--- src/rpc_pkg.sv ---
// ============================================================================
// rpc_pkg
// Shared types and constants of the rectangular/polar CORDIC converter.
// ============================================================================
package rpc_pkg;

    localparam int TAB_LEN = 30;
    localparam int XY_W    = 64;
    localparam int Z_W     = 36;

    localparam logic [1:0] FORM_RECT  = 2'd0;
    localparam logic [1:0] FORM_POLAR = 2'd1;

    localparam logic signed [33:0] PI_Q30         = 34'sd3373259426;
    localparam logic signed [30:0] GAIN_Q30       = 31'sd652032874;
    localparam logic signed [27:0] DEG_TO_RAD_Q32 = 28'sd74961321;

    typedef struct packed {
        logic               polar;
        logic               bad;
        logic               origin;
        logic               flip;
        logic [4:0]         shift;
        logic signed [31:0] first;
        logic signed [31:0] second;
        logic signed [31:0] ang;
    } rpc_side_t;

    typedef struct packed {
        logic                  vectoring;
        logic signed [XY_W-1:0] x;
        logic signed [XY_W-1:0] y;
        logic signed [Z_W-1:0]  z;
    } rpc_vec_t;

    function automatic logic [29:0] atan_q30(input int idx);
        logic [29:0] v;
        case (idx)
            0: v = 30'd843314857;
            1: v = 30'd497837829;
            2: v = 30'd263043837;
            3: v = 30'd133525159;
            4: v = 30'd67021687;
            5: v = 30'd33543516;
            6: v = 30'd16775851;
            7: v = 30'd8388437;
            8: v = 30'd4194283;
            9: v = 30'd2097149;
            10: v = 30'd1048576;
            11: v = 30'd524288;
            12: v = 30'd262144;
            13: v = 30'd131072;
            14: v = 30'd65536;
            15: v = 30'd32768;
            16: v = 30'd16384;
            17: v = 30'd8192;
            18: v = 30'd4096;
            19: v = 30'd2048;
            20: v = 30'd1024;
            21: v = 30'd512;
            22: v = 30'd256;
            23: v = 30'd128;
            24: v = 30'd64;
            25: v = 30'd32;
            26: v = 30'd16;
            27: v = 30'd8;
            28: v = 30'd4;
            29: v = 30'd2;
            default: v = 30'd0;
        endcase
        return v;
    endfunction

endpackage

--- src/rpc_cordic_stage.sv ---
// ============================================================================
// rpc_cordic_stage
// One registered CORDIC micro-rotation, vectoring or rotation per item.
// ============================================================================
module rpc_cordic_stage import rpc_pkg::*; #(
    parameter int IDX = 0
) (
    input  logic      aclk,
    input  logic      aresetn,
    input  logic      in_valid,
    output logic      in_ready,
    input  rpc_side_t in_side,
    input  rpc_vec_t  in_vec,
    output logic      out_valid,
    input  logic      out_ready,
    output rpc_side_t out_side,
    output rpc_vec_t  out_vec
);

    logic                   valid_reg;
    rpc_side_t              side_reg;
    rpc_vec_t               vec_reg, vec_next;
    logic signed [XY_W-1:0] xi, yi, dx, dy;
    logic signed [Z_W-1:0]  zi, at;
    logic                   neg;

    assign in_ready = !valid_reg || out_ready;

    always_comb begin
        xi  = in_vec.x;
        yi  = in_vec.y;
        zi  = in_vec.z;
        dx  = yi >>> IDX;
        dy  = xi >>> IDX;
        at  = Z_W'(atan_q30(IDX));
        neg = in_vec.vectoring ? !yi[XY_W-1] : zi[Z_W-1];
        vec_next.vectoring = in_vec.vectoring;
        if (neg) begin
            vec_next.x = xi + dx;
            vec_next.y = yi - dy;
            vec_next.z = zi + at;
        end else begin
            vec_next.x = xi - dx;
            vec_next.y = yi + dy;
            vec_next.z = zi - at;
        end
    end

    always_ff @(posedge aclk) begin
        if (!aresetn) begin
            valid_reg <= 1'b0;
        end else if (in_ready) begin
            valid_reg <= in_valid;
        end
    end

    always_ff @(posedge aclk) begin
        if (in_ready) begin
            side_reg <= in_side;
            vec_reg  <= vec_next;
        end
    end

    assign out_valid = valid_reg;
    assign out_side  = side_reg;
    assign out_vec   = vec_reg;

endmodule

--- config.mk ---
export PLATFORM = sky130hd
export DESIGN_NAME = rpc_cordic_stage
export DESIGN_NICKNAME = d
export VERILOG_FILES = /design/src/rpc_pkg.sv /design/src/rpc_cordic_stage.sv
export SDC_FILE = /design/constraint.sdc
export NUM_CORES = 1
export LEC_CHECK = 0
export ABC_AREA = 1
export ABC_CLOCK_PERIOD_IN_PS = 29600
export BUFFER_PORTS_ARGS = -buffer_cell sky130_fd_sc_hd__buf_2
export CORE_MARGIN = 4
export CORE_UTILIZATION = 30
export CTS_CLUSTER_DIAMETER = 100
export DETAILED_ROUTE_END_ITERATION = 8
export SYNTH_ARGS = -nofsm -noshare
export SYNTH_HDL_FRONTEND = slang
export SYNTH_SLANG_ARGS = --single-unit
export TNS_END_PERCENT = 10
--- constraint.sdc ---
create_clock -name aclk -period 29.6 [get_ports aclk]
set_input_delay 5.92 -clock aclk [delete_from_list [all_inputs] [get_ports aclk]]
set_output_delay 5.92 -clock aclk [all_outputs]
set_load 0.01 [all_outputs]
## Word level (Yosys, flattened, before mapping)

Index checks and enable logic that the tools add are counted.

| operators by class | value |
|---|---|
| add/sub/neg operators | 5 |
| mux-type cells | 2 |
| reductions and logical operators | 3 |

Operators by type and width:

| kind | count |
|---|---|
| 164-bit 2-to-1 mux | 1 |
| 64-bit subtractor | 2 |
| 64-bit adder | 1 |
| 36-bit by 31-bit adder with 36-bit output, second input constant | 1 |
| 36-bit by 31-bit subtractor with 36-bit output, second input constant | 1 |
| 1-bit zero test | 2 |
| 1-bit logical OR | 1 |
| 1-bit 2-to-1 mux | 1 |

| word-level totals | value |
|---|---|
| register bits | 271 |
| bits of input ports | 274 |
| output and inout port bits | 272 |
| logic and storage cells | 23 |

## Depth between registers and ports, before layout

| depth | value |
|---|---|
| depth after elaboration | 3 |
| mapped depth | 20 |
| mapped depth without buffers | 19 |

## Least setup slack after synthesis

OpenSTA, ideal clock, no wires.

| timing path | value |
|---|---|
| path type | in2out |
| from | input port out_ready |
| to | output port in_ready |
| data arrival time | 11680 ps |
| required time | 23680 ps |
| slack | 12000 ps |
| stages on the path | 2 |
| buffers on the path | 0 |
| cells stage by stage | inv_1 nand2_1 |

| on the way | value |
|---|---|
| longest elaborated chain between the ends | 1 |

RTL lines:

| what | RTL line | source |
|---|---|---|
| start, declared | rpc_cordic_stage.sv:15 | `input logic out_ready,` |
| 1-bit logical OR | rpc_cordic_stage.sv:27 | `assign in_ready = !valid_reg \|\| out_ready;` |
| end, declared | rpc_cordic_stage.sv:11 | `output logic in_ready,` |

No other way between the ends.

## Final worst setup path

Ends and elaborated chain as after synthesis.

==> run metrics <==
Setup crit start kind input pin; hold-fix buffer count after cts 0; hold slack about 1.1 ns; Final period util 0.430; clock root cell clkbuf_16; register area share after synthesis 0.295; Design Area, Final 0.0324 mm^2; GR Overflow Total 0; Synth Area in Adders 0.0955; most common cell after layout, fill and taps aside nand2_1; VDD IR max approximately 0.000044 V; final setup vio count 0; PD cells ~47 mW/mm^2; largest net degree at the start of global routing ~130; PortBufs approximately 550; row cnt 110; final non-filler cell total between 6000 and 7000; CTS H-tree depth 2; RR Startpoint out_valid; Metal-1 WL 49700 um; top layer in use met4; vias in the first global route ~29000; post-synthesis simple-gate area fraction 0.351; CTS tree done; met2 routed WL between 60000 and 70000 um; Clk pin slew, worst setup/hold paths approximately 0.06 ns; class of the worst hold path flip-flop to flip-flop; Die Area roughly 0.097 mm^2; Crit Path Class input pin to output pin; Setup crit start out_ready; die height ~310 um; Synth Warn # 0; post-synthesis xor/xnor area fraction 0.0217; layout cells sized above 1 0.140; worst slew pin tran just over 0.8 ns; clk_skew approximately 0.029 ns; hold_sp out_valid; Num CTS Buffers 35; CP Max Fanout 46; Max Freq 0.0785 GHz; CP endpoint kind output pin; largest family of logic cells by synthesized area simple AND/OR/NAND/NOR gates; DRC 0; I/O pins between 500 and 600; Post-DRT Antenna Nets 0; chip width approximately 310 um; initial core utilization 0.304; DP Worst Slack 16.85 ns; Post-CTS Setup Bufs 0; P_leak about 17 nW; syn nets about 4800; first-pass GRT wire length between 150000 and 200000 um; Min Clock Period, post-route between 10 and 15 ns; hpwl dp between 100000 and 150000 um; synthesized area per cell around 6.3 um^2; unrepaired setup endpoints after global routing no; setup_tns 0 ns; Synth Flop Type edfxtp_1; Max Slew Vio Count 0; Num Clock Sinks 270; most frequent cells in the layout nand2_1 (1459), inv_1 (801), buf_2 (545), nor2_1 (385), nand3_1 (323); Worst Path Required about 24 ns; Core Footprint 0.0904 mm^2; initial DRC count approximately 2500; placed instance count 5983; flops & latches, synth 270; Cell variety after synth 45; Final nets between 5000 and 6000; Clock Tree Buf Depth 3; GRT Util Overall 0.247; DR WL met3 7590 um; mux contribution to synthesized area 0.00109; asr flop ratio synth 0; Mapped Area 0.0275 mm^2; final wirelength 125000 um; drt pass-1 iters 8; Final WS setup about 17 ns; critical path arrival 6.81 ns; PostCTS Resize Cnt 0; number of flops mapped to enable cells by yosys about 270; Clk Latency, worst-skew pair between 0.6 and 0.7 ns; routed len/inst about 21 um; gpl congestion around 1.0; post-synthesis compound-gate area fraction 0.107; P&R area growth vs syn 17.9%; status complete, no violations; cells after synthesis 4349; initial antenna violation count 13; via count 29900; DR vias/cell roughly 5; final hold vios 0; Max Cap Viol 0; Rel. slew slack 0.452; Area after DPL between 0.03 and 0.04 mm^2
==> sequential cells by signal, indices dropped and copies added (netlist names) <==
signal,count
out_vec,164
out_valid,1
out_side,105
==> where the power goes <==
group | total, mW | internal (mW) | switching (mW)
Combinational | 0.581 | 0.171 | 0.410
Clock | 0.422 | 0.239 | 0.182
Sequential | 0.512 | 0.492 | 0.0203
==> worst paths after layout <==
path	slack (ns)	cells after the start	end
hold / removal	1.06	2	out_valid
setup reg to reg	27.03	3	out_vec[124]
setup / recovery	16.87	4	in_ready
hold reg to reg	1.06	2	out_valid
==> critical path, stage by stage <==
cell and delay, ns:
buf_2 0.08, inv_1 0.05, nand2_4 0.48, buf_2 0.25
==> Yosys cell counts, types with 31 or more instances <==
cell,number,share of area
nand3_1,323,0.059
o21ai_0,200,0.036
xor2_1,63,0.020
a21oi_1,288,0.052
nand2_2,31,0.0071
buf_2,50,0.0091
nor3_1,31,0.0056
edfxtp_1,269,0.29
nor2_1,385,0.053
nand4_1,54,0.012
inv_1,801,0.11
nand2_1,1460,0.20
o21bai_1,32,0.0087
ha_1,205,0.093
==> through the flow <==
stage / power [mW] / util
2_1_floorplan: 0.852 / -
3_3_place_gp: 1.10 / 0.346
3_5_place_dp: 1.10 / 0.346
4_1_cts: 1.53 / 0.358
5_1_grt: 1.61 / 0.358
6_report: 1.52 / 0.358
==> final cells by class <==
class | count | area, um^2
Antenna cell | 9 | 22.5
Clock buffer | 44 | 910
Clock inverter | 19 | 199
Fill cell | 10000 | 58000
Inverter | 812 | 3050
Multi-Input combinational cell | 3174 | 15900
Sequential cell | 270 | 8100
Tap cell | 1176 | 1470
Timing Repair Buffer | 551 | 2790
==> layer usage <==
layer  track usage  up-vias
li1              -    14700
met1         0.291    13900
met2         0.446     1125
met3        0.0343      212
met4         0.108        0
met5             0        -
==> cell families (layout without fill, tap and decap cells) <==
group / count (synthesis) / after routing
and+or+nand+nor: 2337 / 2337
buffers and inverters: 905 / 1426
AOI/OAI and AO/OA: 558 / 558
DFF: 270 / 270
adders and majority gates: 208 / 208
xor gates and xnor gates: 68 / 68
muxes: 3 / 3
other: 0 / 9
Power figures use the tool's default switching activity.
