==> src/rpc_pkg.sv <==
// ============================================================================
// rpc_pkg
// Shared types and constants of the rectangular/polar CORDIC converter.
// ============================================================================
package rpc_pkg;

    localparam int TAB_LEN = 30;
    localparam int XY_W    = 64;
    localparam int Z_W     = 36;

    localparam logic [1:0] FORM_RECT  = 2'd0;
    localparam logic [1:0] FORM_POLAR = 2'd1;

    localparam logic signed [33:0] PI_Q30         = 34'sd3373259426;
    localparam logic signed [30:0] GAIN_Q30       = 31'sd652032874;
    localparam logic signed [27:0] DEG_TO_RAD_Q32 = 28'sd74961321;

    typedef struct packed {
        logic               polar;
        logic               bad;
        logic               origin;
        logic               flip;
        logic [4:0]         shift;
        logic signed [31:0] first;
        logic signed [31:0] second;
        logic signed [31:0] ang;
    } rpc_side_t;

    typedef struct packed {
        logic                  vectoring;
        logic signed [XY_W-1:0] x;
        logic signed [XY_W-1:0] y;
        logic signed [Z_W-1:0]  z;
    } rpc_vec_t;

    function automatic logic [29:0] atan_q30(input int idx);
        logic [29:0] v;
        case (idx)
            0: v = 30'd843314857;
            1: v = 30'd497837829;
            2: v = 30'd263043837;
            3: v = 30'd133525159;
            4: v = 30'd67021687;
            5: v = 30'd33543516;
            6: v = 30'd16775851;
            7: v = 30'd8388437;
            8: v = 30'd4194283;
            9: v = 30'd2097149;
            10: v = 30'd1048576;
            11: v = 30'd524288;
            12: v = 30'd262144;
            13: v = 30'd131072;
            14: v = 30'd65536;
            15: v = 30'd32768;
            16: v = 30'd16384;
            17: v = 30'd8192;
            18: v = 30'd4096;
            19: v = 30'd2048;
            20: v = 30'd1024;
            21: v = 30'd512;
            22: v = 30'd256;
            23: v = 30'd128;
            24: v = 30'd64;
            25: v = 30'd32;
            26: v = 30'd16;
            27: v = 30'd8;
            28: v = 30'd4;
            29: v = 30'd2;
            default: v = 30'd0;
        endcase
        return v;
    endfunction

endpackage

==> src/rpc_post.sv <==
// ============================================================================
// rpc_post
// Back pipeline: gain correction, denormalization, rounding, saturation and
// the output register.
// ============================================================================
module rpc_post import rpc_pkg::*; #(
    parameter int FRAC_BITS = 16
) (
    input  logic               aclk,
    input  logic               aresetn,
    input  logic               in_valid,
    output logic               in_ready,
    input  rpc_side_t          in_side,
    input  rpc_vec_t           in_vec,
    output logic               out_valid,
    input  logic               out_ready,
    output logic signed [31:0] x_out,
    output logic signed [31:0] y_out,
    output logic signed [33:0] magnitude,
    output logic signed [31:0] angle_rad,
    output logic               bad_form
);

    localparam logic signed [Z_W-1:0] ZRND = Z_W'(64'd1 << (29 - FRAC_BITS));
    localparam logic [29:0] GAIN_U = 30'(GAIN_Q30);

    logic [3:0] v_reg;
    logic [3:0] adv;

    assign adv[3] = !v_reg[3] || out_ready;
    assign adv[2] = !v_reg[2] || adv[3];
    assign adv[1] = !v_reg[1] || adv[2];
    assign adv[0] = !v_reg[0] || adv[1];
    assign in_ready  = adv[0];
    assign out_valid = v_reg[3];

    always_ff @(posedge aclk) begin
        if (!aresetn) begin
            v_reg <= '0;
        end else begin
            if (adv[0]) v_reg[0] <= in_valid;
            if (adv[1]) v_reg[1] <= v_reg[0];
            if (adv[2]) v_reg[2] <= v_reg[1];
            if (adv[3]) v_reg[3] <= v_reg[2];
        end
    end

    // Stage 1
    rpc_side_t          side1_reg;
    logic [47:0]        tph1_reg, tph1_next, tpl1_reg, tpl1_next;
    logic signed [33:0] xr1_reg, xr1_next, yr1_reg, yr1_next;
    logic signed [31:0] za1_reg, za1_next;
    logic [35:0]        t1;
    logic signed [XY_W-1:0] xsum, ysum;
    logic signed [Z_W-1:0]  zsum;

    always_comb begin
        t1        = in_vec.x[XY_W-1] ? 36'd0 : in_vec.x[35:0];
        tph1_next = 48'(t1[35:18]) * 48'(GAIN_U);
        tpl1_next = 48'(t1[17:0]) * 48'(GAIN_U);
        xsum      = in_vec.x + 64'sd536870912;
        ysum      = in_vec.y + 64'sd536870912;
        xr1_next  = 34'(xsum >>> 30);
        yr1_next  = 34'(ysum >>> 30);
        zsum      = in_vec.z + ZRND;
        za1_next  = 32'(zsum >>> (30 - FRAC_BITS));
    end

    always_ff @(posedge aclk) begin
        if (adv[0]) begin
            side1_reg <= in_side;
            tph1_reg  <= tph1_next;
            tpl1_reg  <= tpl1_next;
            xr1_reg   <= xr1_next;
            yr1_reg   <= yr1_next;
            za1_reg   <= za1_next;
        end
    end

    // Stage 2
    rpc_side_t          side2_reg;
    logic [63:0]        prod2_reg, prod2_next;
    logic signed [34:0] xs2_reg, xs2_next, ys2_reg, ys2_next;
    logic signed [31:0] za2_reg;

    always_comb begin
        prod2_next = (64'(tph1_reg) << 18) + 64'(tpl1_reg);
        xs2_next   = side1_reg.flip ? -35'(xr1_reg) : 35'(xr1_reg);
        ys2_next   = side1_reg.flip ? -35'(yr1_reg) : 35'(yr1_reg);
    end

    always_ff @(posedge aclk) begin
        if (adv[1]) begin
            side2_reg <= side1_reg;
            prod2_reg <= prod2_next;
            xs2_reg   <= xs2_next;
            ys2_reg   <= ys2_next;
            za2_reg   <= za1_reg;
        end
    end

    // Stage 3
    rpc_side_t          side3_reg;
    logic [63:0]        msum3_reg, msum3_next;
    logic signed [31:0] xsat3_reg, xsat3_next, ysat3_reg, ysat3_next;
    logic signed [31:0] za3_reg;

    function automatic logic signed [31:0] sat32(input logic signed [34:0] v);
        logic signed [31:0] r;
        if (v > 35'sd2147483647) begin
            r = 32'sh7FFFFFFF;
        end else if (v < -35'sd2147483648) begin
            r = 32'sh80000000;
        end else begin
            r = 32'(v);
        end
        return r;
    endfunction

    always_comb begin
        msum3_next = prod2_reg + (64'd1 << (6'(side2_reg.shift) + 6'd29));
        xsat3_next = sat32(xs2_reg);
        ysat3_next = sat32(ys2_reg);
    end

    always_ff @(posedge aclk) begin
        if (adv[2]) begin
            side3_reg <= side2_reg;
            msum3_reg <= msum3_next;
            xsat3_reg <= xsat3_next;
            ysat3_reg <= ysat3_next;
            za3_reg   <= za2_reg;
        end
    end

    // Stage 4: output register
    logic signed [31:0] x_reg, x_next, y_reg, y_next, a_reg, a_next;
    logic signed [33:0] m_reg, m_next;
    logic               bad_reg;
    logic [63:0]        mshift;

    always_comb begin
        mshift = msum3_reg >> (6'(side3_reg.shift) + 6'd30);
        if (side3_reg.bad) begin
            x_next = '0;
            y_next = '0;
            m_next = '0;
            a_next = '0;
        end else if (side3_reg.polar) begin
            x_next = xsat3_reg;
            y_next = ysat3_reg;
            m_next = 34'(side3_reg.first);
            a_next = side3_reg.ang;
        end else begin
            x_next = side3_reg.first;
            y_next = side3_reg.second;
            m_next = side3_reg.origin ? 34'sd0 : 34'(mshift);
            a_next = side3_reg.origin ? 32'sd0 : za3_reg;
        end
    end

    always_ff @(posedge aclk) begin
        if (adv[3]) begin
            x_reg   <= x_next;
            y_reg   <= y_next;
            m_reg   <= m_next;
            a_reg   <= a_next;
            bad_reg <= side3_reg.bad;
        end
    end

    assign x_out     = x_reg;
    assign y_out     = y_reg;
    assign magnitude = m_reg;
    assign angle_rad = a_reg;
    assign bad_form  = bad_reg;

endmodule

==> config.mk <==
export PLATFORM = sky130hd
export DESIGN_NAME = rpc_post
export DESIGN_NICKNAME = d
export VERILOG_FILES = /design/src/rpc_pkg.sv /design/src/rpc_post.sv
export SDC_FILE = /design/constraint.sdc
export NUM_CORES = 2
export LEC_CHECK = 0
export ABC_AREA = 0
export BUFFER_PORTS_ARGS = -buffer_cell sky130_fd_sc_hd__buf_2
export CORE_UTILIZATION = 57
export CTS_BUF_LIST = sky130_fd_sc_hd__clkbuf_2
export CTS_CLUSTER_SIZE = 25
export DETAILED_ROUTE_END_ITERATION = 8
export PLACE_DENSITY = 0.9
export SYNTH_ARGS = -nofsm -noshare
export SYNTH_HDL_FRONTEND = slang
export SYNTH_SLANG_ARGS = --single-unit
==> constraint.sdc <==
create_clock -name aclk -period 9.86 [get_ports aclk]
set_clock_uncertainty 0.1 [all_clocks]
set_input_delay 1.972 -clock aclk [delete_from_list [all_inputs] [get_ports aclk]]
set_output_delay 1.972 -clock aclk [all_outputs]
set_load 0.01 [all_outputs]
; ---- Yosys cells after proc, flatten, opt, wreduce, memory -nomap -nowiden
; Cells that the tools add are included.
[op_classes]
add_sub_neg = 9
multipliers = 2
n_div = 0
order_cmp = 4
eq_ne = 0
shifts = 2
mux = 11
n_bitwise = 0
reduce_logical = 8
[ops]
columns = cell, n
row1 = 2-to-1 mux 32 bit, 6
row2 = adder 64 x 31 -> 64 bit (second input constant), 2
row3 = greater-than comparator 35 x 32 -> 1 bit (second input constant), 2
row4 = less-than comparator 35 x 32 -> 1 bit (second input constant), 2
row5 = 2-to-1 mux 35 bit, 2
row6 = negator 34 -> 35 bit, 2
row7 = 2-to-1 mux 34 bit, 2
row8 = adder 64 x 48 -> 64 bit, 1
row9 = adder 64 bit, 1
row10 = << shifter 1 x 6 -> 64 bit (first input constant), 1
row11 = >> shifter 64 x 6 -> 34 bit, 1
row12 = multiplier 18 x 29 -> 47 bit (second input constant), 1
row13 = multiplier 18 x 29 -> 45 bit (second input constant), 1
row14 = adder 36 x 15 -> 36 bit (second input constant), 1
row15 = 2-to-1 mux 36 bit, 1
row16 = adder 5 x 5 -> 6 bit (second input constant), 2
row17 = zero test 1 bit, 4
row18 = logical OR 1 bit, 4
[totals]
ff_bits = 936
latchBits = 0
ramBits = 0
rom_bits = 0
input_bits = 274
out_inout_bits = 133
elab_cells = 80
memories = 0

; ---- Logic depth before layout (Yosys ltp)
[logic_depth]
word_depth = 5
depth_mapped = 29
mapped_depth_nobuf = 27

; ---- Least setup slack after synthesis
; OpenSTA, ideal clock, no wires.
[synth_timing]
path_kind = input -> output
start = in out_ready
end = out in_ready
arrival_time_ns = 8.298
required_time_ns = 7.788
path_slack_ns = -0.510
cell_stages = 3
n_path_buf = 0
path_cell_list = nor2b_1 and3_1 nand2_1
[synth_via]
elab_chain_len = 4
[synth_lines]
columns = item, line_no
row1 = from (decl), rpc_post.sv:16  ; input logic out_ready,
row2 = logical OR 1 bit, rpc_post.sv:30  ; assign adv[3] = !v_reg[3] || out_ready;
row3 = logical OR 1 bit, rpc_post.sv:31  ; assign adv[2] = !v_reg[2] || adv[3];
row4 = logical OR 1 bit, rpc_post.sv:32  ; assign adv[1] = !v_reg[1] || adv[2];
row5 = logical OR 1 bit, rpc_post.sv:33  ; assign adv[0] = !v_reg[0] || adv[1];
row6 = to (decl), rpc_post.sv:12  ; output logic in_ready,
; No other way between the ends.

; ---- Final worst setup path
[layout_timing]
start = in in_vec[163] (netlist name)
end = reg tpl1_reg[41] (data pin)
[layout_via]
elab_chain_len = 2
[layout_lines]
columns = item, line_no
row1 = from (decl), rpc_post.sv:14  ; input rpc_vec_t in_vec,
row2 = 2-to-1 mux 36 bit, rpc_post.sv:58  ; t1 = in_vec.x[XY_W-1] ? 36'd0 : in_vec.x[35:0];
row3 = multiplier 18 x 29 -> 47 bit, rpc_post.sv:60  ; tpl1_next = 48'(t1[17:0]) * 48'(GAIN_U);
row4 = named net tpl1_next[41], rpc_post.sv:50  ; logic [47:0] tph1_reg, tph1_next, tpl1_reg, tpl1_next;
row5 = to (signal assigned), rpc_post.sv:73  ; tpl1_reg <= tpl1_next;
row6 = to (decl), rpc_post.sv:50
; The timed path passes the listed nets, and every way through them passes these cells.
; A chain may end at the register's enable or synchronous reset.

==> key figures <==
Run status
  – Status: finished clean

Clocking
  – Cts repair resizes: 0
  – Root Buffer: clkbuf_2
  – Worst-skew pair later-pin latency: ~1400 ps
  – CTS Buf Count: between 150 and 200
  – Clock Path Buffers: 3
  – Postcts setup bufs: 0
  – TritonCTS clock tree: done
  – H-tree depth: 4
  – Worst-path clk slew: roughly 140 ps
  – Hold Buf Count CTS: 0
  – CTS sink cnt: 903

Worst setup path
  – Buffers & Inverters on Critical Path: 7
  – Critical path data required time: between 10000 and 15000 ps
  – Startpoint types: input pin
  – CP most frequent cell: fa_1
  – Arrival @ worst endpoint: slightly above 9000 ps
  – CP peak stage delay: 530 ps
  – Crit-path max FO: 31
  – Worst setup path class: input pin to flop
  – Critical-path cell list: buf_2 -> buf_4 -> nor2b_1 -> inv_1 -> fa_1 -> inv_1 -> fa_1 -> inv_1 -> fa_1 -> fa_1 -> inv_1 -> fa_1 -> fa_1 -> ha_1 -> a21o_1 -> a21o_1 -> a21oi_1 -> o22ai_1 -> o41ai_1 -> buf_4 -> nand3b_1 -> a21boi_1 -> o21ai_0 -> xor2_1
  – CP top delay family: adder cells
  – Slowest cell on crit path: fa_1
  – Worst Setup End Kind: flop

Final layout
  – Reg area: around 27000 sq um
  – Multi-input gate area: around 27000 sq um
  – Nets: ~6300
  – Count of filler cells inserted in the layout: 7246
  – Number of flip-flops in the largest register: 105
  – Fin area: 62600 sq um
  – Final non-filler cell total: approximately 6700
  – Finished Core Util: roughly 63%
  – Area Overhead vs Synth: 9.52%
  – Share of layout cells above drive strength 1: approximately 15%

Synthesis
  – Fraction of registers with async set/reset: 0%
  – Post-synthesis sequential area ratio: ~47%
  – Synth Instances: about 4700
  – Commonest cells post-synth: 899 x edfxtp_1, 748 x inv_1, 414 x ha_1
  – Count leader, synth: edfxtp_1
  – Mapped cell area: ~57000 sq um
  – Post-synthesis register bit count: 903
  – Synth warnings: 0
  – Largest area contributor in the netlist: edfxtp_1
  – Post-synth EDFFs: approximately 900
  – Count of different cell masters after synthesis: 88
  – Synth top area share: between 40% and 50%
  – Synth area leaders: edfxtp_1 47%, fa_1 14%, ha_1 9.1%
  – Main flop type after synthesis: edfxtp_1
  – Syn Area/Cell: 12.3 sq um

Drt
  – DR WL/cell: approximately 21 microns
  – Vias: 37400
  – DRT iter0 DRCs: 3534
  – Post-route DRC: 0
  – Post-Route WL: approximately 140000 microns
  – Detailed Routing Iterations Pass 1: 7
  – Post-DRT Antenna Nets: 0
  – Vias per inst: ~5.6

Pwr
  – Peak supply drop: a little over 0.3 mV
  – Flop pwr share: roughly a third
  – Psw: approximately 7.6 mW
  – Pleak: slightly below 30 nW
  – Internal power: 10.4 mW
  – Combinational Power Share: 56.0%
  – Pwr dens: 287 nW/um^2
  – Sw frac: a little over two fifths
  – Clk network pwr share: between 10% and 20%

Timing
  – RSZ-0062 raised after global routing: no
  – Tcrit/Tclk final: around 83%
  – Setup TNS: 0 ps
  – Max-slew violation count: 0
  – Fmax: 0.122 GHz
  – Final setup violation count: 0
  – Rel. slew slack: between 10% and 20%
  – Min Tclk post-route: roughly 8000 ps
  – Final hold violations: 0
  – Tightest Pin Transition: roughly 1300 ps
  – Final worst slack: 1640 ps

Global route
  – Largest net degree at the start of global routing: between 150 and 200
  – Grt total ovfl: 0
  – First-pass GRT wire length: 212000 microns
  – Vias in the first global route: 37600
  – GRT Total Usage: 27.5%
  – Initial antenna violation count: 37

Placement
  – I/O Buffers: between 300 and 400
  – Cells after DPL: 6278
  – Post-DP HPWL: between 100000 and 150000 microns
  – DP Area: between 60000 and 70000 sq um
  – Placer Congestion: 0.963
  – Pre-CTS setup slack: around 330 ps

Die
  – FP Rows: about 120
  – I/O Pins: ~400
  – Die area: around 100000 sq um
  – Die X: roughly 320 microns
  – Die H: approximately 320 microns
  – Core area: just under 100000 sq um
  – Initial Util: 57.8%

Hold path
  – HP Class: flop to flop

Flow run
  – Max Cap Viol: 0
-- cells in the final DEF (no fill, tap or decap), drive strengths merged, types with 26 or more instances in the layout --
cell type and n:
edfxtp 899, inv 756, buf 417, ha 414, fa 412, nor2 292, clkbuf 281, nand2 227
xnor2 219, a21oi 198, a21o 142, o21ai 118, mux2i 87, xor2 82, nand3 80, clkinv 60
and3 50, nand2b 50, nor2b 48, nand4 40, a22oi 39, conb 29, nor3 29, diode 26
-- per-stage QoR --
step                      total power, mW  hold WS [ps]
after floorplan                      12.9           300
after global placement               15.3           300
after detailed placement             15.6           305
after CTS                            17.9           261
after global routing                 19.4           283
final                                18.0           254
-- layer usage --
metal | GRT usage, % | up-vias | routed length, microns
met4 | 9.80 | 22 | 4620
met3 | 7.02 | 254 | 11900
met1 | 35.3 | 18200 | 55900
li1 | - | 17300 | -
met5 | 0 | - | 131
met2 | 45.1 | 1648 | 66800
-- cell type report --
class | count | share of cell area (%)
multi-input cells | 2921 | 43.1
well taps | 1287 | 2.57
inverters | 750 | 4.52
flip-flops and latches | 903 | 43.3
repair buffers | 417 | 3.59
clock inverters | 70 | 0.648
clock buffers | 281 | 2.25
diodes | 26 | 0.104
-- worst paths after layout --
path                  from            end  slack [ps]  depth (start not counted)
max            in_vec[163]   tpl1_reg[41]        1640                         24
max reg2reg  side2_reg[98]  msum3_reg[63]        5440                         12
min          side2_reg[30]  side3_reg[30]         250                          0
min reg2reg  side2_reg[30]  side3_reg[30]         250                          0
-- worst reg2reg max path: cells and delay by family (launching register included) --
| family | cells | cell delay [ps] |
|---|---|---|
| and+or+nand+nor | 7 | 2270 |
| AOI/OAI and AO/OA | 4 | 1010 |
| DFF | 1 | 570 |
| adders and majority gates | 1 | 280 |
-- cells by family (layout without fill, tap and decap cells) --
group                    after synthesis  in the layout  share of synthesized area, %
multiplexers                         127            127                          2.77
other                                  1             55                       0.00656
flip-flops                           903            903                          47.4
adder cells (fa/ha/maj)              827            827                          23.5
AO/OA/AOI/OAI                        718            718                          8.20
buffers and inverters                863           1518                          5.71
XOR/XNOR                             301            301                          4.61
AND/OR/NAND/NOR                      919            919                          7.81
-- power by group through the flow --
| stage | registers, mW | logic [mW] | clock network (mW) |
|---|---|---|---|
| after detailed placement | 5.72 | 9.85 | 0 |
| after global placement | 5.69 | 9.59 | 0 |
| after CTS | 5.64 | 9.93 | 2.32 |
| after floorplan | 5.61 | 7.34 | 0 |
| final | 5.64 | 10.1 | 2.27 |
| after global routing | 5.69 | 11.2 | 2.50 |
(Power assumes the default switching activity.)
