## src/rpc_pkg.sv

```systemverilog
// ============================================================================
// rpc_pkg
// Shared types and constants of the rectangular/polar CORDIC converter.
// ============================================================================
package rpc_pkg;

    localparam int TAB_LEN = 30;
    localparam int XY_W    = 64;
    localparam int Z_W     = 36;

    localparam logic [1:0] FORM_RECT  = 2'd0;
    localparam logic [1:0] FORM_POLAR = 2'd1;

    localparam logic signed [33:0] PI_Q30         = 34'sd3373259426;
    localparam logic signed [30:0] GAIN_Q30       = 31'sd652032874;
    localparam logic signed [27:0] DEG_TO_RAD_Q32 = 28'sd74961321;

    typedef struct packed {
        logic               polar;
        logic               bad;
        logic               origin;
        logic               flip;
        logic [4:0]         shift;
        logic signed [31:0] first;
        logic signed [31:0] second;
        logic signed [31:0] ang;
    } rpc_side_t;

    typedef struct packed {
        logic                  vectoring;
        logic signed [XY_W-1:0] x;
        logic signed [XY_W-1:0] y;
        logic signed [Z_W-1:0]  z;
    } rpc_vec_t;

    function automatic logic [29:0] atan_q30(input int idx);
        logic [29:0] v;
        case (idx)
            0: v = 30'd843314857;
            1: v = 30'd497837829;
            2: v = 30'd263043837;
            3: v = 30'd133525159;
            4: v = 30'd67021687;
            5: v = 30'd33543516;
            6: v = 30'd16775851;
            7: v = 30'd8388437;
            8: v = 30'd4194283;
            9: v = 30'd2097149;
            10: v = 30'd1048576;
            11: v = 30'd524288;
            12: v = 30'd262144;
            13: v = 30'd131072;
            14: v = 30'd65536;
            15: v = 30'd32768;
            16: v = 30'd16384;
            17: v = 30'd8192;
            18: v = 30'd4096;
            19: v = 30'd2048;
            20: v = 30'd1024;
            21: v = 30'd512;
            22: v = 30'd256;
            23: v = 30'd128;
            24: v = 30'd64;
            25: v = 30'd32;
            26: v = 30'd16;
            27: v = 30'd8;
            28: v = 30'd4;
            29: v = 30'd2;
            default: v = 30'd0;
        endcase
        return v;
    endfunction

endpackage

```

## src/rpc_pre.sv

```systemverilog
// ============================================================================
// rpc_pre
// Front pipeline: half-plane turn, normalization, angle reduction and the
// initial products that feed the CORDIC stages.
// ============================================================================
module rpc_pre import rpc_pkg::*; #(
    parameter int FRAC_BITS = 16
) (
    input  logic               aclk,
    input  logic               aresetn,
    input  logic               in_valid,
    output logic               in_ready,
    input  logic signed [31:0] in_first,
    input  logic signed [31:0] in_second,
    input  logic [1:0]         in_form,
    output logic               out_valid,
    input  logic               out_ready,
    output rpc_side_t          out_side,
    output rpc_vec_t           out_vec
);

    localparam int  LOW_W  = FRAC_BITS + 3;
    localparam int  OFF    = 45 * (((1 << (28 - FRAC_BITS)) + 44) / 45);
    localparam logic [26:0] RECIP = 27'd95443718;
    localparam longint FULL_L = 64'sd360 <<< FRAC_BITS;
    localparam logic signed [33:0] FULL    = 34'(FULL_L);
    localparam logic signed [33:0] HALF    = 34'(FULL_L / 2);
    localparam logic signed [33:0] QUARTER = 34'(FULL_L / 4);
    localparam logic signed [33:0] Q3      = 34'((FULL_L / 4) * 3);

    function automatic logic [4:0] lzc32(input logic [31:0] v);
        logic [4:0] n;
        n = '0;
        for (int i = 0; i < 32; i++) begin
            if (v[i]) begin
                n = 5'(31 - i);
            end
        end
        return n;
    endfunction

    logic [5:0] v_reg;
    logic [5:0] adv;

    assign adv[5] = !v_reg[5] || out_ready;
    assign adv[4] = !v_reg[4] || adv[5];
    assign adv[3] = !v_reg[3] || adv[4];
    assign adv[2] = !v_reg[2] || adv[3];
    assign adv[1] = !v_reg[1] || adv[2];
    assign adv[0] = !v_reg[0] || adv[1];
    assign in_ready  = adv[0];
    assign out_valid = v_reg[5];

    always_ff @(posedge aclk) begin
        if (!aresetn) begin
            v_reg <= '0;
        end else begin
            if (adv[0]) v_reg[0] <= in_valid;
            if (adv[1]) v_reg[1] <= v_reg[0];
            if (adv[2]) v_reg[2] <= v_reg[1];
            if (adv[3]) v_reg[3] <= v_reg[2];
            if (adv[4]) v_reg[4] <= v_reg[3];
            if (adv[5]) v_reg[5] <= v_reg[4];
        end
    end

    // Stage 1
    rpc_side_t          side1_reg, side1_next;
    logic signed [32:0] rx1_reg, rx1_next, ry1_reg, ry1_next;
    logic signed [33:0] rz1_reg, rz1_next;
    logic [21:0]        u1_reg, u1_next;
    logic [LOW_W-1:0]   low1_reg, low1_next;
    logic signed [58:0] angp1_reg, angp1_next;
    logic signed [61:0] gx1_reg, gx1_next;
    logic signed [31:0] p1;

    always_comb begin
        side1_next.polar  = (in_form == FORM_POLAR);
        side1_next.bad    = (in_form != FORM_RECT) && (in_form != FORM_POLAR);
        side1_next.origin = (in_first == 32'sd0) && (in_second == 32'sd0);
        side1_next.flip   = 1'b0;
        side1_next.shift  = '0;
        side1_next.first  = in_first;
        side1_next.second = in_second;
        side1_next.ang    = '0;
        rx1_next = in_first[31] ? -33'(in_first) : 33'(in_first);
        ry1_next = in_first[31] ? -33'(in_second) : 33'(in_second);
        if (in_first[31]) begin
            rz1_next = in_second[31] ? -PI_Q30 : PI_Q30;
        end else begin
            rz1_next = '0;
        end
        p1         = in_second >>> (FRAC_BITS + 3);
        u1_next    = 22'(p1 + 32'(OFF));
        low1_next  = in_second[LOW_W-1:0];
        angp1_next = in_second * DEG_TO_RAD_Q32;
        gx1_next   = in_first * GAIN_Q30;
    end

    always_ff @(posedge aclk) begin
        if (adv[0]) begin
            side1_reg <= side1_next;
            rx1_reg   <= rx1_next;
            ry1_reg   <= ry1_next;
            rz1_reg   <= rz1_next;
            u1_reg    <= u1_next;
            low1_reg  <= low1_next;
            angp1_reg <= angp1_next;
            gx1_reg   <= gx1_next;
        end
    end

    // Stage 2
    rpc_side_t          side2_reg, side2_next;
    logic signed [32:0] rx2_reg, ry2_reg;
    logic signed [33:0] rz2_reg;
    logic [31:0]        m2_reg, m2_next;
    logic [16:0]        quot2_reg, quot2_next;
    logic [21:0]        u2_reg;
    logic [LOW_W-1:0]   low2_reg;
    logic signed [61:0] gx2_reg;
    logic signed [32:0] ary;
    logic [48:0]        qprod;
    logic signed [59:0] angsum;

    always_comb begin
        ary        = ry1_reg[32] ? -ry1_reg : ry1_reg;
        m2_next    = (ary[31:0] > rx1_reg[31:0]) ? ary[31:0] : rx1_reg[31:0];
        qprod      = 49'(u1_reg) * 49'(RECIP);
        quot2_next = qprod[48:32];
        angsum     = 60'(angp1_reg) + 60'sd2147483648;
        side2_next     = side1_reg;
        side2_next.ang = 32'(angsum >>> 32);
    end

    always_ff @(posedge aclk) begin
        if (adv[1]) begin
            side2_reg <= side2_next;
            rx2_reg   <= rx1_reg;
            ry2_reg   <= ry1_reg;
            rz2_reg   <= rz1_reg;
            m2_reg    <= m2_next;
            quot2_reg <= quot2_next;
            u2_reg    <= u1_reg;
            low2_reg  <= low1_reg;
            gx2_reg   <= gx1_reg;
        end
    end

    // Stage 3
    rpc_side_t          side3_reg;
    logic signed [32:0] rx3_reg, ry3_reg;
    logic signed [33:0] rz3_reg;
    logic [4:0]         s3_reg, s3_next;
    logic signed [33:0] r3_reg, r3_next;
    logic signed [61:0] gx3_reg;
    logic [5:0]         rem3;

    always_comb begin
        s3_next = lzc32(m2_reg);
        rem3    = 6'(u2_reg - 22'(quot2_reg) * 22'd45);
        r3_next = (34'(rem3) << LOW_W) | 34'(low2_reg);
    end

    always_ff @(posedge aclk) begin
        if (adv[2]) begin
            side3_reg <= side2_reg;
            rx3_reg   <= rx2_reg;
            ry3_reg   <= ry2_reg;
            rz3_reg   <= rz2_reg;
            s3_reg    <= s3_next;
            r3_reg    <= r3_next;
            gx3_reg   <= gx2_reg;
        end
    end

    // Stage 4
    rpc_side_t          side4_reg, side4_next;
    logic signed [33:0] xn4_reg, xn4_next, yn4_reg, yn4_next;
    logic signed [33:0] rz4_reg;
    logic signed [31:0] r4_reg, r4_next;
    logic signed [61:0] gx4_reg;

    always_comb begin
        xn4_next         = 34'(rx3_reg) <<< s3_reg;
        yn4_next         = 34'(ry3_reg) <<< s3_reg;
        side4_next       = side3_reg;
        side4_next.shift = s3_reg;
        if (r3_reg <= QUARTER) begin
            r4_next         = 32'(r3_reg);
            side4_next.flip = 1'b0;
        end else if (r3_reg < Q3) begin
            r4_next         = 32'(r3_reg - HALF);
            side4_next.flip = 1'b1;
        end else begin
            r4_next         = 32'(r3_reg - FULL);
            side4_next.flip = 1'b0;
        end
    end

    always_ff @(posedge aclk) begin
        if (adv[3]) begin
            side4_reg <= side4_next;
            xn4_reg   <= xn4_next;
            yn4_reg   <= yn4_next;
            rz4_reg   <= rz3_reg;
            r4_reg    <= r4_next;
            gx4_reg   <= gx3_reg;
        end
    end

    // Stage 5
    rpc_side_t          side5_reg;
    logic signed [33:0] xn5_reg, yn5_reg, rz5_reg;
    logic signed [Z_W-1:0] z5_reg, z5_next;
    logic signed [61:0] gx5_reg;
    logic signed [58:0] zprod;

    always_comb begin
        zprod   = r4_reg * DEG_TO_RAD_Q32;
        z5_next = Z_W'(zprod >>> (FRAC_BITS + 2));
    end

    always_ff @(posedge aclk) begin
        if (adv[4]) begin
            side5_reg <= side4_reg;
            xn5_reg   <= xn4_reg;
            yn5_reg   <= yn4_reg;
            rz5_reg   <= rz4_reg;
            z5_reg    <= z5_next;
            gx5_reg   <= gx4_reg;
        end
    end

    // Stage 6
    rpc_side_t out_side_reg;
    rpc_vec_t  out_vec_reg, out_vec_next;

    always_comb begin
        if (side5_reg.polar) begin
            out_vec_next.vectoring = 1'b0;
            out_vec_next.x         = XY_W'(gx5_reg);
            out_vec_next.y         = '0;
            out_vec_next.z         = z5_reg;
        end else begin
            out_vec_next.vectoring = 1'b1;
            out_vec_next.x         = XY_W'(xn5_reg);
            out_vec_next.y         = XY_W'(yn5_reg);
            out_vec_next.z         = Z_W'(rz5_reg);
        end
    end

    always_ff @(posedge aclk) begin
        if (adv[5]) begin
            out_side_reg <= side5_reg;
            out_vec_reg  <= out_vec_next;
        end
    end

    assign out_side = out_side_reg;
    assign out_vec  = out_vec_reg;

endmodule

```

## config.mk

```make
export PLATFORM = sky130hd
export DESIGN_NAME = rpc_pre
export DESIGN_NICKNAME = d
export VERILOG_FILES = /design/src/rpc_pkg.sv /design/src/rpc_pre.sv
export SDC_FILE = /design/constraint.sdc
export NUM_CORES = 2
export LEC_CHECK = 0
export BUFFER_PORTS_ARGS = -buffer_cell sky130_fd_sc_hd__buf_2
export CAP_MARGIN = 0
export CORE_AREA = 2 2 600 304
export DETAILED_ROUTE_END_ITERATION = 8
export DIE_AREA = 0 0 602 306
export PLACE_DENSITY = 0.78
export REMOVE_ABC_BUFFERS = 1
export SYNTH_ARGS = -nofsm -noshare
export SYNTH_HDL_FRONTEND = slang
export SYNTH_SLANG_ARGS = --single-unit
export TNS_END_PERCENT = 10
```

## constraint.sdc

```tcl
create_clock -name aclk -period 22.2 [get_ports aclk]
set_clock_uncertainty 0.05 [all_clocks]
set_input_delay 4.44 -clock aclk [delete_from_list [all_inputs] [get_ports aclk]]
set_output_delay 4.44 -clock aclk [all_outputs]
set_load 0.005 [all_outputs]
```

== Word level (Yosys, flattened, before mapping) ==
Index checks and enable logic that the tools add are counted.

* Flip-flop bits (word level): 1,775
* Output and inout port bits: 272

* $add $sub $neg: 8
* Multipliers: 5
* $lt $le $gt $ge: 3
* Equal/unequal tests: 2
* Shifts and indexed selects: 2
* Mux-type cells: 40
* Bitwise gates (word level): 1
* Reduce and logical (&&, ||, !) cells: 21

{| class="wikitable"
|+ Operators with widths
! cell !! number
|-
| $mux 165 || 1
|-
| $mux 32 || 4
|-
| $mux 5 || 16
|-
| $sshl 33x5->34 || 2
|-
| $neg 32->33 || 2
|-
| $logic_not 32->1 || 2
|-
| $mul 32x30->61 const B || 1
|-
| $add 59x33->60 const B || 1
|-
| $mul 32x28->59 const B || 1
|-
| $mul 32x28->54 const B || 1
|-
| $mul 22x26->48 const B || 1
|-
| $mux 34 || 1
|-
| $mux 33 || 1
|-
| $gt 32x32->1 || 1
|-
| $mux 4 || 8
|-
| $neg 32->32 || 1
|-
| $mux 31 || 1
|-
| $sub 25x24->26 const B || 1
|-
| $sub 25x25->26 const B || 1
|-
| $le 25x23->1 const B || 1
|-
| $lt 25x25->1 const B || 1
|-
| $or 25x19->25 || 1
|-
| $mul 17x6->6 const B || 1
|-
| $reduce_or 16->1 || 1
|-
| other kinds (14) || 30
|}

== Longest topological paths before layout ==
* Depth after elaboration: 31
* Depth in mapped cells: 30
* Gate-level depth less buffers: 29

== Worst setup path after synthesis ==
OpenSTA, ideal clock, no wires.

* Path kind: input to output
* Start point: input out_ready
* End point: output in_ready
* Data arrival time: 10,267 ps
* Data required time: 17,710 ps
* Setup slack: 7,443 ps
* Stages on the path: 4
* Buffers on the path: 0
* Cell sequence: nor2b_1 -> and3_1 -> and2_1 -> nand3_1

* Longest elaborated chain between the ends: 6

{| class="wikitable"
|+ RTL lines
! item !! line !! text
|-
| start: declaration || rpc_pre.sv:17 || <nowiki>input logic out_ready,</nowiki>
|-
| $logic_or 1x1->1 || rpc_pre.sv:45 || <nowiki>assign adv[5] = !v_reg[5] || out_ready;</nowiki>
|-
| $logic_or 1x1->1 || rpc_pre.sv:46 || <nowiki>assign adv[4] = !v_reg[4] || adv[5];</nowiki>
|-
| $logic_or 1x1->1 || rpc_pre.sv:47 || <nowiki>assign adv[3] = !v_reg[3] || adv[4];</nowiki>
|-
| $logic_or 1x1->1 || rpc_pre.sv:48 || <nowiki>assign adv[2] = !v_reg[2] || adv[3];</nowiki>
|-
| $logic_or 1x1->1 || rpc_pre.sv:49 || <nowiki>assign adv[1] = !v_reg[1] || adv[2];</nowiki>
|-
| $logic_or 1x1->1 || rpc_pre.sv:50 || <nowiki>assign adv[0] = !v_reg[0] || adv[1];</nowiki>
|-
| end: declaration || rpc_pre.sv:12 || <nowiki>output logic in_ready,</nowiki>
|}

No other way between the ends.

== Worst setup path after layout ==
* Start point: input in_first[15]
* End point: register gx1_reg[40], data pin

* Longest elaborated chain between the ends: 1

{| class="wikitable"
|+ RTL lines
! item !! line !! text
|-
| start: declaration || rpc_pre.sv:13 || <nowiki>input logic signed [31:0] in_first,</nowiki>
|-
| $mul 32x30->61 || rpc_pre.sv:97 || <nowiki>gx1_next = in_first * GAIN_Q30;</nowiki>
|-
| named net gx1_next[40] || rpc_pre.sv:74 || <nowiki>logic signed [61:0] gx1_reg, gx1_next;</nowiki>
|-
| end signal: assignment || rpc_pre.sv:109 || <nowiki>gx1_reg <= gx1_next;</nowiki>
|-
| end: declaration || rpc_pre.sv:74 ||
|}

The timed path passes the listed nets, and every way through them passes these cells.
A chain may end at the register's enable or synchronous reset.

==> insert_results.sql <==
INSERT INTO impl_metrics (metric_group, metric, value, unit) VALUES
('run_status', 'run_status', 'finished clean', ''),
('clock_network', 'clk_pin_slew', '0.07', 'ns'),
('min_path', 'min_path_type', 'reg2reg', ''),
('setup_path', 'worst_path_largest_cell_delay', '0.99', 'ns'),
('clock_network', 'postCtsSetupRepairBufs', '0', ''),
('synthesis', 'netlist_top_cells_count', 'sky130_fd_sc_hd__inv_1, sky130_fd_sc_hd__edfxtp_1, sky130_fd_sc_hd__fa_1', ''),
('synthesis', 'async_flop_share', '0', ''),
('timing', 'slew_violations', '0', ''),
('synthesis', 'synth_top_flop_cell', 'sky130_fd_sc_hd__edfxtp_1', ''),
('place', 'place.gp.congestion', '1.076', ''),
('setup_path', 'worst-path-buf-inv', '5', ''),
('timing', 'tightestPinTransition', '1.171', 'ns'),
('floorplanning', 'placementRows', '110', ''),
('setup_path', 'arrival', '13.28', 'ns'),
('clock_network', 'cts_tree', 'done', ''),
('setup_path', 'worst-endpoint-required', '22.72', 'ns'),
('grt', 'largest_net_degree_at_the_start_of_global_routing', '141', ''),
('cells_and_area', 'fillCellCount', '13290', ''),
('timing', 'final.period_utilization', '0.5750', ''),
('clock_network', 'insertion_delay', '0.85', 'ns'),
('setup_path', 'cpMaxStageDelayCell', 'sky130_fd_sc_hd__a2111oi_4', ''),
('synthesis', 'yosys.area.top_type_share', '0.4063', ''),
('floorplanning', 'floorplan.die_area', '184200', 'um2'),
('setup_path', 'timing.critical_path.mode_cell', 'sky130_fd_sc_hd__fa_1', ''),
('floorplanning', 'die_height', '306', 'um'),
('synthesis', 'synth_cell_type_count', '100', ''),
('timing', 'fmax', '0.07834', 'GHz'),
('route', 'drt_pre_antenna_iters', '8', ''),
('clock_network', 'cts_buffer_depth', '4', ''),
('setup_path', 'timing.critical_path.max_delay_family', 'adder cells', ''),
('route', 'routed_via_density', '5.694', ''),
('setup_path', 'worstSetupStartpointType', 'primary input', ''),
('timing', 'finalSetupViolations', '0', ''),
('setup_path', 'worstPathMaxFanout', '11', ''),
('route', 'post-route-drc-count', '0', ''),
('floorplanning', 'pin_count', '342', ''),
('synthesis', 'most_used_standard_cell_by_instance_count_after_synthesis', 'sky130_fd_sc_hd__inv_1', ''),
('clock_network', 'clock_sinks', '1474', ''),
('setup_path', 'criticalPathCategory', 'in2reg', ''),
('cells_and_area', 'largest_reg_flops', '133', ''),
('clock_network', 'postCtsHoldBufs', '0', ''),
('place', 'dp.final_hpwl', '252.2', 'mm'),
('timing', 'relSlewSlack', '0.2145', ''),
('synthesis', 'synth_enable_flop_cells', '1468', ''),
('synthesis', 'synth_top_area_cell', 'sky130_fd_sc_hd__edfxtp_1', ''),
('grt', 'first_global_vias', '65930', ''),
('synthesis', 'synth_seq_cells', '1474', ''),
('floorplanning', 'floorplan.die.width', '602', 'um'),
('clock_network', 'cts-root-buf', 'sky130_fd_sc_hd__clkbuf_16', ''),
('route', 'detailroute.via_count', '66030', ''),
('grt', 'grt_use_total', '0.3462', ''),
('synthesis', 'synthesis.area', '108500', 'um2'),
('clock_network', 'post_cts_resize_count', '0', ''),
('route', 'postRouteWirelength', '312.3', 'mm'),
('synthesis', 'synth_area_leaders', 'sky130_fd_sc_hd__edfxtp_1, sky130_fd_sc_hd__fa_1, sky130_fd_sc_hd__ha_1', ''),
('floorplanning', 'placeableCoreArea', '178800', 'um2'),
('route', 'drt_iter0_drc', '8214', ''),
('synthesis', 'sequential_share_of_the_synthesized_area', '0.4074', ''),
('cells_and_area', 'final_layout_size_suffix_gt1_frac', '0.08441', ''),
('clock_network', 'deepest_level_of_the_cts_h_tree', '4', ''),
('synthesis', 'netlist_instances', '8714', ''),
('timing', 'final_period_minus_worst_setup_slack', '12.77', 'ns'),
('timing', 'timing.final.hold_violations', '0', ''),
('place', 'buffer_ports.inserted', '341', ''),
('grt', 'remaining_global_route_overflow', '0', ''),
('timing', 'tns', '0', 'ns'),
('grt', 'wire_length_of_the_first_global_routing_pass', '455.6', 'mm'),
('cells_and_area', 'nets', '11550', ''),
('synthesis', 'synth.avg_cell_area', '12.45', 'um2'),
('floorplanning', 'floorplan.initialDensity', '0.6068', ''),
('route', 'detail_route.wl_per_cell', '26.93', 'um'),
('cells_and_area', 'layout-area-overhead-vs-synth', '8.194', '%'),
('setup_path', 'worst_setup_path_end_kind', 'register', ''),
('run', 'drv_cap', '0', ''),
('timing', 'grt_setup_unrepaired', 'false', ''),
('synthesis', 'synth.yosys.warnings', '0', ''),
('grt', 'antenna_violations_before_repair', '18', ''),
('route', 'final_antenna_net_count', '0', ''),
('clock_network', 'cts_made_buffers', '138', '');
[cell usage in the layout, fill, tap and decap left out, drive strengths merged, types with 34 or more instances in the layout]
master and instances:
buf 396, o21ai 181, clkinv 47, nor3 34
edfxtp 1468, a21oi 261, nor2 205, ha 1173
nand4 38, a21o 102, clkbuf 157, nand3 58
fa 1221, inv 2259, a211oi 45, mux2 89
nor2b 78, xor2 136, and3 36, nand2 431
mux2i 64, xnor2 289
[cell families (layout without fill, tap and decap cells)]
family / count (synthesis) / count (layout) / share of synthesized area
flops: 1474 / 1474 / 0.4074
mux: 179 / 179 / 0.02065
simple gates: 1014 / 1014 / 0.04425
fa+ha+maj: 2395 / 2395 / 0.3607
xor+xnor: 425 / 425 / 0.03438
other cells: 0 / 6 / 0
buf+inv: 2416 / 2883 / 0.08488
compound gates: 811 / 811 / 0.04776
[worst paths after layout]
check | from | end | slack, ns | cells after the start
worst max-delay path | in_first[15] | gx1_reg[40] | 9.43 | 25
worst min-delay path | ry2_reg[28] | ry3_reg[28] | 0.31 | 0
worst max register to register | r4_reg[24] | z5_reg[33] | 13.29 | 24
worst min register to register | ry2_reg[28] | ry3_reg[28] | 0.31 | 0
[per-stage QoR]
stage                     hold WS (ns)  cells  setup WS (ns)    util  cell area [um2]
after floorplan                 0.3503   8549          7.443       -           107700
after detailed placement        0.3545  11350          8.933  0.6319           113000
after CTS                       0.3130  11590          9.816  0.6565           117400
after global routing            0.3183  11590          9.221  0.6565           117400
after global placement          0.3502  11350          9.030  0.6319           113000
final                           0.3089  11600          9.435  0.6566           117400
[area by class of cell]
type / instances / area, um2 / share of cell area
sequential: 1474 / 44200 / 0.3766
clock buffer: 157 / 3577 / 0.03047
clock inverter: 79 / 823.3 / 0.007014
inverter: 2251 / 8473 / 0.07218
tap: 2408 / 3013 / 0.02567
antenna: 6 / 15.01 / 0.0001279
timing repair buffer: 396 / 2147 / 0.01829
multi-input combinational: 4824 / 55130 / 0.4697
[per-layer routing]
layer	vias to the layer above	share of wire	GRT usage	wire length, um
met4	8	0.013	0.04414	3926
met2	3470	0.35	0.3998	109300
met5	-	0.00075	0.001809	235
met1	33360	0.48	0.5799	149900
met3	277	0.16	0.1631	48940
li1	28910	-	-	-
Power is not shown: default switching activity piles up to over one toggle a cycle in this logic, so the estimate is an artifact.
